File: src/hdl/xsg_divider.sv
// ----------------------------------------------------------------------------
// xsg_divider: bit-serial 64-bit remainder
// Restoring division, one quotient bit per cycle.
// ----------------------------------------------------------------------------
`default_nettype none
module xsg_divider (
  input  wire logic        clk_i,
  input  wire logic        rst_ni,
  input  wire logic        start_i,
  input  wire logic [63:0] dividend_i,
  input  wire logic [63:0] divisor_i,
  output logic             done_o,
  output logic [63:0]      rem_o
);
  logic [63:0] num_q, num_d, rem_q, rem_d, dsr_q, dsr_d;
  logic [6:0]  cnt_q, cnt_d;
  logic        busy_q, busy_d;
  logic [64:0] trial;

  always_comb begin
    num_d  = num_q;
    rem_d  = rem_q;
    dsr_d  = dsr_q;
    cnt_d  = cnt_q;
    busy_d = busy_q;
    done_o = 1'b0;
    trial  = {rem_q, num_q[63]} - {1'b0, dsr_q};
    if (start_i) begin
      num_d  = dividend_i;
      dsr_d  = divisor_i;
      rem_d  = '0;
      cnt_d  = '0;
      busy_d = 1'b1;
    end else if (busy_q) begin
      // shift in one dividend bit, subtract if it fits
      num_d = {num_q[62:0], 1'b0};
      if (!trial[64]) rem_d = trial[63:0];
      else rem_d = {rem_q[62:0], num_q[63]};
      cnt_d = cnt_q + 7'd1;
      if (cnt_q == 7'd63) begin
        busy_d = 1'b0;
      end
    end else if (cnt_q == 7'd64) begin
      done_o = 1'b1;
      cnt_d  = '0;
    end
  end

  assign rem_o = rem_q;

  always_ff @(posedge clk_i or negedge rst_ni) begin
    if (!rst_ni) begin
      busy_q <= 1'b0;
      cnt_q  <= '0;
    end else begin
      busy_q <= busy_d;
      cnt_q  <= cnt_d;
    end
  end

  always_ff @(posedge clk_i) begin
    num_q <= num_d;
    rem_q <= rem_d;
    dsr_q <= dsr_d;
  end
endmodule
`default_nettype wire

File: config.mk
export PLATFORM = sky130hd
export DESIGN_NAME = xsg_divider
export DESIGN_NICKNAME = d
export VERILOG_FILES = /design/src/hdl/xsg_divider.sv
export SDC_FILE = /design/constraint.sdc
export NUM_CORES = 1
export LEC_CHECK = 0
export BUFFER_PORTS_ARGS = -buffer_cell sky130_fd_sc_hd__buf_2
export CORE_MARGIN = 2
export CORE_UTILIZATION = 31
export DETAILED_ROUTE_END_ITERATION = 8
export PLACE_DENSITY = 0.53
export SKIP_CTS_REPAIR_TIMING = 1
export SYNTH_ARGS = -nofsm -noshare
export SYNTH_HDL_FRONTEND = slang
export SYNTH_SLANG_ARGS = --single-unit
File: constraint.sdc
create_clock -name clk_i -period 3.3 [get_ports clk_i]
set_clock_uncertainty 0.15 [all_clocks]
set_input_delay 0.33 -clock clk_i [delete_from_list [all_inputs] [get_ports clk_i]]
set_output_delay 0.33 -clock clk_i [all_outputs]
set_load 0.1 [all_outputs]
==> results of run 1 <==
[flip-flops by register name, indices dropped and copies added, names as in the netlist]
name,flops
dsr_q,64
cnt_q,7
num_q,64
busy_q,1
rem_o,64
[synthesized netlist by cell type (4+ instances only)]
cell type | n | area, sq um
a211oi_1 | 9 | 67.6
a21o_1 | 16 | 120
a21oi_1 | 83 | 415
a221oi_1 | 5 | 43.8
a311oi_2 | 39 | 586
a31oi_1 | 11 | 68.8
a32oi_1 | 8 | 70.1
and2_1 | 8 | 50.1
and3_1 | 11 | 68.8
buf_2 | 9 | 45.0
buf_6 | 7 | 78.8
clkbuf_1 | 41 | 154
dfrtp_1 | 8 | 200
dfxtp_1 | 64 | 1280
edfxtp_1 | 128 | 3840
ha_1 | 66 | 826
inv_1 | 88 | 330
mux2_2 | 64 | 721
mux2i_1 | 12 | 120
nand2_1 | 164 | 616
nand2b_1 | 9 | 56.3
nand3_1 | 24 | 120
nand4_1 | 20 | 125
nor2_1 | 89 | 334
nor2b_1 | 9 | 56.3
nor3_1 | 16 | 80.1
nor4_1 | 4 | 25.0
o211ai_1 | 9 | 67.6
o21a_1 | 6 | 45.0
o21ai_0 | 61 | 305
o21bai_1 | 12 | 90.1
o221ai_1 | 4 | 35.0
o31ai_1 | 5 | 37.5
xnor2_1 | 32 | 280
xor2_1 | 27 | 236
[per-layer routing]
layer,global-route usage,vias to the layer above,part of all wire
met3,0.0303,50,0.045
met1,0.230,5109,0.48
li1,-,5258,-
met4,0.0626,0,0.023
met5,0,-,0
met2,0.268,284,0.45
[kinds of logic after synthesis]
logic type,synth area share
buf+inv,0.0512
flops,0.435
simple gates,0.139
mux,0.0687
fa+ha+maj,0.0691
compound gates,0.190
xor+xnor,0.0467
[report_power, final]
group / switching (W) / leakage [nW] / internal, W
Combinational: 0.00635 / 4.94 / 0.00375
Sequential: 0.000455 / 1.97 / 0.00330
Clock: 0.00108 / 0.269 / 0.000992
[worst paths after layout]
check | start | end | slack, ps | cells past startpoint
setup / recovery | dsr_q[27] | rem_o[0] | -190 | 17
setup reg to reg | dsr_q[27] | rem_o[0] | -190 | 17
min in group asynchronous | rst_ni | cnt_q[6] | 110 | 2
max in group asynchronous | rst_ni | busy_q | 2700 | 2
hold / removal | dividend_i[59] | num_q[59] | 20 | 2
hold reg to reg | rem_o[43] | rem_o[43] | 340 | 2
[layout make-up]
class / instances / area share
Clock buffer: 19 / 0.0256
Tap cell: 518 / 0.0383
Inverter: 88 / 0.0197
Sequential cell: 200 / 0.325
Multi-Input combinational cell: 882 / 0.399
Timing Repair Buffer: 416 / 0.186
Clock inverter: 13 / 0.00679
[critical path, delay by kind of cell, from the launching register on]
family | cells | cell delay [ps]
xor+xnor | 1 | 200
fa+ha+maj | 1 | 210
flops | 1 | 390
simple gates | 3 | 330
buf+inv | 6 | 840
compound gates | 6 | 1260
[through the flow]
stage	hold slack (ps)	setup slack [ps]	setup TNS (ps)	area, sq um	instances
2_1_floorplan	-116	0.370	0	12600	1231
3_3_place_gp	35.9	-167	-857	14900	2004
3_5_place_dp	36.3	-158	-5500	14900	2004
4_1_cts	-477	-207	-6260	15500	2036
5_1_grt	2.37	-308	-15990	16900	2136
6_report	19.7	-190	-7740	16900	2136
==> metrics.yaml, run 1 <==
ant_nets: 0
violations: "setup timing"
via_per_inst: 5.01
pin_count: 196
initial_utilization: 0.315
synth_edf_count: 128
clock-sinks: 200
cts_buffers: 17
final_util: 0.436
dp_hpwl_mm: 26.6
io_buffers: 195
max_slew_margin: 0.376
grt_pass1_vias: 10255
cp-end-kind: "flip-flop"
final.fill_count: 3774
yosys_warnings: 0
grtUsageTotal: 0.169
first_pass_iters: 5
antenna_found_initial: 0
die_w_um: 203
dr_total_vias: 10701
rows: 72
start_kind: "flip-flop"
cp_cell_sequence: "inv_2 > ha_4 > buf_6 > and3_4 > buf_6 > nor2b_4 > o31ai_4 > o32ai_4 > a31oi_4 > o21ai_4 > a211oi_4 > buf_6 > xor2_4 > buf_6 > clkbuf_16 > nand2_1 > a32o_1"
avgSynthCellArea_sq_um: 9.95
drcViolationCount: 0
peakVddDrop_uv: 589
wire_per_inst_um: 17.4
min_period_ps: 3490
power.leakage_nw: 7.18
seq_area_sq_mm: 0.00550
synth_cells: 1231
path_max_fanout: 5
cp.arrival_ps: 3700
status: "finished, violations left"
clockRootBuffer: "clkbuf_16"
fin_crit_sh: 1.06
cpPeakStageDelay_ps: 390
synth-async-reset-ratio: 0.0400
grt_pass1_wl_mm: 54.7
diodes: 0
ys.flop_type: "edfxtp_1"
cpMostUsedCell: "buf_6"
netlist_area_sq_mm: 0.0122
fin_nets: 1803
drive_gt1_frac: 0.389
die_height_um: 203
cts_tree: "yes"
place_congestion: 0.858
clock_latency_ps: 470
syn_to_final_growth_pct: 38.4
final_common_cell: "buf_2"
cpMaxStageDelayCell: "edfxtp_1"
p_total_w: 0.0159
power.density_mw_per_mm2: 941
cts_buffer_depth: 2
worstSetupPathType: "reg2reg"
min_path_type: "in2reg"
final_cell_mix: "193 x buf_2, 138 x nand2_1, 128 x edfxtp_1, 116 x buf_4, 87 x nor2_1"
syn-num-nets: 1429
first_iter_violations: 704
max_cap_viol_count: 0
ys_seq_area_frac: 0.435
max_freq_mhz: 287
path_clk_slew_ps: 90
multi_input_area_sq_mm: 0.00677
grt_max_degree: 96
fp.dieArea_sq_mm: 0.0411
worstPathRequired_ps: 3510
core_sq_mm: 0.0388
ys_ff_latch: 200
drv_slew: 0
finalWorstSetupSlack_ps: -190
worstMarginPinSlew_ps: 936
htree_levels: 4
rsz0062_at_grt: "true"
synth.distinct_cells: 79
wirelength_mm: 37.2
final_hold_viol_count: 0
setup_violations: 62
grt_overflow: 0
(Power assumes the default switching activity.)
==> run 2: changes to the inputs <==
==> constraint.sdc (replaced) <==
create_clock -name clk_i -period 3.3 [get_ports clk_i]
set_clock_uncertainty 0.15 [all_clocks]
set_input_delay 0.165 -clock clk_i [delete_from_list [all_inputs] [get_ports clk_i]]
set_output_delay 0.165 -clock clk_i [all_outputs]
set_load 0.1 [all_outputs]
==> metrics.yaml, run 2 (synthesis gave the netlist of run 1 again) <==
status: "finished, violations left"
violations: "setup timing"
antenna_found_initial: 0
final.fill_count: 3668
clock_latency_ps: 460
final_common_cell: "buf_2"
power_frac_seq: 0.235
critPathTopFamily: "compound AO/OA/AOI/OAI gates"
pin_count: 196
ant_nets: 0
start_kind: "flip-flop"
power.leakage_nw: 7.38
grt_pass1_wl_mm: 54.6
place_congestion: 0.862
drcViolationCount: 0
max_slew_margin: 0.386
syn_to_final_growth_pct: 43.0
cts_buffer_depth: 2
die_height_um: 203
worstMarginPinSlew_ps: 922
cpMostUsedCell: "buf_6"
peakVddDrop_uv: 557
pwr-share-clk: 0.137
p_sw_w: 0.00779
fin_crit_sh: 1.03
htree_levels: 4
cts_buffers: 17
drive_gt1_frac: 0.374
initial_utilization: 0.315
core_sq_mm: 0.0388
stdcell_count: 2188
cp_num_buf_inv: 6
die_w_um: 203
grtUsageTotal: 0.169
fp.dieArea_sq_mm: 0.0411
multi_input_area_sq_mm: 0.00675
final_cell_mix: "193 x buf_2, 140 x nand2_1, 130 x dlygate4sd3_1, 128 x edfxtp_1, 112 x buf_4"
cp-end-kind: "flip-flop"
switching_share: 0.488
io_buffers: 195
dr_total_vias: 10854
dp.cells: 2006
clock-sinks: 200
power.density_mw_per_mm2: 912
grt_overflow: 0
path_clk_slew_ps: 80
rsz0062_at_grt: "true"
max_freq_mhz: 295
finalWorstSetupSlack_ps: -90.2
rows: 72
dp_slack_ps: -227
clockRootBuffer: "clkbuf_16"
worstPathRequired_ps: 3520
dp_hpwl_mm: 26.4
max_cap_viol_count: 0
cts_tree: "yes"
power.internal_w: 0.00817
min_path_type: "in2reg"
diodes: 0
p_total_w: 0.0160
path_max_fanout: 4
min_period_ps: 3390
fin_nets: 1855
wire_per_inst_um: 17.2
cpMaxStageDelayCell: "edfxtp_1"
cpPeakStageDelay_ps: 380
grt_pass1_vias: 10208
worstSetupPathType: "reg2reg"
setup_violations: 48
seq_area_sq_mm: 0.00550
first_iter_violations: 577
cp_cell_sequence: "inv_2 > ha_4 > buf_6 > and3_4 > buf_6 > nor2b_4 > o31ai_4 > o32ai_4 > a31oi_4 > o21ai_4 > a211oi_4 > buf_6 > xor2_4 > clkbuf_16 > buf_12 > nand2_2 > a311oi_2"
final_hold_viol_count: 0
comb_power_share: 0.628
cp.arrival_ps: 3610
wirelength_mm: 37.6
drv_slew: 0
first_pass_iters: 4
grt_max_degree: 66
via_per_inst: 4.96
==> run 2: final timing paths <==
| check | from | end | slack [ps] | cells past startpoint |
|---|---|---|---|---|
| worst max-delay path | dsr_q[27] | rem_o[28] | -90 | 17 |
| worst min-delay path | start_i | rem_o[49] | 90 | 2 |
| worst max register to register | dsr_q[27] | rem_o[28] | -90 | 17 |
| worst min register to register | rem_o[43] | rem_o[43] | 320 | 2 |
| max in group asynchronous | rst_ni | busy_q | 2130 | 3 |
| min in group asynchronous | rst_ni | cnt_q[0] | 560 | 3 |
==> run 2: per-stage QoR <==
| stage | TNS (ps) | hold WS [ps] | utilization | cell area [sq um] |
|---|---|---|---|---|
| 2_1_floorplan | 0 | -281 | - | 12600 |
| 3_3_place_gp | -1100 | -131 | 0.385 | 15000 |
| 3_5_place_dp | -5080 | -127 | 0.385 | 15000 |
| 4_1_cts | -6080 | -632 | 0.400 | 15500 |
| 5_1_grt | -10640 | 125 | 0.451 | 17500 |
| 6_report | -1320 | 88.9 | 0.451 | 17500 |
==> run 2: layer usage <==
layer,global-route usage,vias up,wire length (um)
met5,0,-,0
li1,-,5356,-
met1,0.228,5206,18000
met4,0.0464,0,636
met3,0.0364,38,1620
met2,0.273,254,17400
==> run 2: final cells by class <==
type	instances	area share
Multi-Input combinational cell	882	0.385
Inverter	88	0.0191
Tap cell	518	0.0370
Clock buffer	18	0.0245
Clock inverter	14	0.00922
Timing Repair Buffer	468	0.211
Sequential cell	200	0.314
==> run 2: power groups by stage <==
stage	clock [W]	combinational, W	sequential, W
final	0.00219	0.0100	0.00376
after global routing	0.00235	0.0107	0.00384
after CTS	0.00227	0.00891	0.00374
after detailed placement	0	0.00887	0.00379
after global placement	0	0.00884	0.00377
after floorplan	0	0.00408	0.00610
==> run 3: changes to the inputs <==
SETUP_SLACK_MARGIN = 0.5   (was default)
==> metrics.yaml, run 3 (synthesis gave the netlist of run 1 again) <==
power.density_mw_per_mm2: 911
max_cap_viol_count: 0
holdPathEnd: "cnt_q[2]"
pwr-share-clk: 0.130
fin_nets: 1837
initial_utilization: 0.315
fin_crit_sh: 1.03
max_slew_margin: 0.387
path_clk_slew_ps: 80
die_w_um: 203
finalWorstSetupSlack_ps: -114
dp_hpwl_mm: 26.0
place_congestion: 0.850
grtUsageMet1: 0.233
antenna_found_initial: 0
fp.dieArea_sq_mm: 0.0411
syn_to_final_growth_pct: 43.7
core_sq_mm: 0.0388
diodes: 0
busiest_layer: "met2"
hold_path_depth: 2
status: "finished, violations left"
worstMarginPinSlew_ps: 919
final_common_cell: "buf_2"
worstPathRequired_ps: 3450
power.leakage_nw: 7.33
htree_levels: 4
stdcell_count: 2169
setup_violations: 29
final_cell_mix: "193 x buf_2, 130 x dlygate4sd3_1, 128 x nand2_1, 128 x edfxtp_1, 94 x buf_4"
violations: "setup timing"
final_hold_viol_count: 0
multi_input_area_sq_mm: 0.00696
grt_overflow: 0
holdCritStartpoint: "start_i"
comb_power_share: 0.632
seq_area_sq_mm: 0.00552
wirelength_mm: 37.5
dp_slack_ps: -137
grtUsageTotal: 0.166
rows: 72
worstReg2RegStart: "dsr_q[0]"
grt_pass1_wl_mm: 53.9
cp_num_buf_inv: 3
max_freq_mhz: 293
cts_tree: "yes"
grt_pass1_vias: 9826
io_buffers: 195
cp_cell_sequence: "ha_2 > fa_2 > nand2b_4 > a21oi_4 > o2111ai_4 > o21ai_2 > a31oi_4 > o21ai_4 > a211oi_4 > buf_12 > xnor2_4 > buf_6 > buf_8 > mux2i_2 > o221ai_1"
cpPeakStageDelay_ps: 390
p_sw_w: 0.00795
reg2regPathDepth: 15
dp.cells: 1972
cp.arrival_ps: 3570
critPathTopFamily: "compound AO/OA/AOI/OAI gates"
die_height_um: 203
clock_latency_ps: 470
first_iter_violations: 631
pin_count: 196
met3_usage: 0.0329
cts_buffer_depth: 2
power_frac_seq: 0.238
worstSetupPathDepth: 15
via_per_inst: 4.95
cts_buffers: 17
cpMaxStageDelayCell: "edfxtp_1"
drive_gt1_frac: 0.394
wire_per_inst_um: 17.3
power.internal_w: 0.00808
worstSetupPathType: "reg2reg"
timing.rr.end: "rem_o[59]"
reg2reg_slack_ps: -110
grt_max_degree: 73
min_period_ps: 3410
peakVddDrop_uv: 531
start_kind: "flip-flop"
final.fill_count: 3727
met2_usage: 0.256
switching_share: 0.496
drcViolationCount: 0
dr_total_vias: 10728
min_path_type: "in2reg"
ant_nets: 0
cp-end-kind: "flip-flop"
drv_slew: 0
clock-sinks: 200
rsz0062_at_grt: "true"
clockRootBuffer: "clkbuf_16"
first_pass_iters: 6
path_max_fanout: 6
run 3: power by group through the flow:
| stage | registers (W) | logic (W) | clock network (W) |
|---|---|---|---|
| after CTS | 0.00380 | 0.00866 | 0.00217 |
| final | 0.00382 | 0.0101 | 0.00209 |
| after detailed placement | 0.00385 | 0.00862 | 0 |
| after global placement | 0.00384 | 0.00861 | 0 |
| after global routing | 0.00391 | 0.0108 | 0.00225 |
| after floorplan | 0.00614 | 0.00421 | 0 |
run 3: worst max-delay path by stage:
| stage | slack [ps] | from | endpoint |
|---|---|---|---|
| after floorplan | 50 | rem_o[30] | rem_o[56] |
| after global placement | -40 | dsr_q[33] | rem_o[62] |
| after detailed placement | -140 | num_q[63] | rem_o[49] |
| after CTS | -140 | num_q[63] | rem_o[49] |
| after global routing | -230 | dsr_q[26] | rem_o[59] |
| final | -110 | dsr_q[0] | rem_o[59] |
run 3: per-layer routing:
layer,vias up,part of all wire
li1,5339,-
met1,5125,0.48
met2,225,0.46
met3,39,0.043
met4,0,0.020
met5,-,0
run 3: final cells by class:
cell class,count,share of cell area
Inverter,88,0.0190
Clock buffer,17,0.0242
Sequential cell,200,0.314
Timing Repair Buffer,450,0.203
Tap cell,518,0.0368
Multi-Input combinational cell,882,0.396
Clock inverter,14,0.00804
run 3: through the flow:
stage	util	hold WS (ps)	total power, W	instance area, sq um	TNS (ps)
after floorplan	-	-281	0.0103	12700	0
after global placement	0.381	-131	0.0125	14800	-216
after detailed placement	0.381	-130	0.0125	14800	-4300
after CTS	0.396	-645	0.0146	15400	-4360
after global routing	0.453	174	0.0170	17600	-9070
final	0.453	161	0.0160	17600	-1290
run 3: worst reg2reg max path: cells and delay by family (launching register included):
family	cells	cell delay, ps
mux	1	220
simple gates	1	160
flops	1	390
buf+inv	3	430
xor+xnor	1	290
compound gates	7	1070
fa+ha+maj	2	540
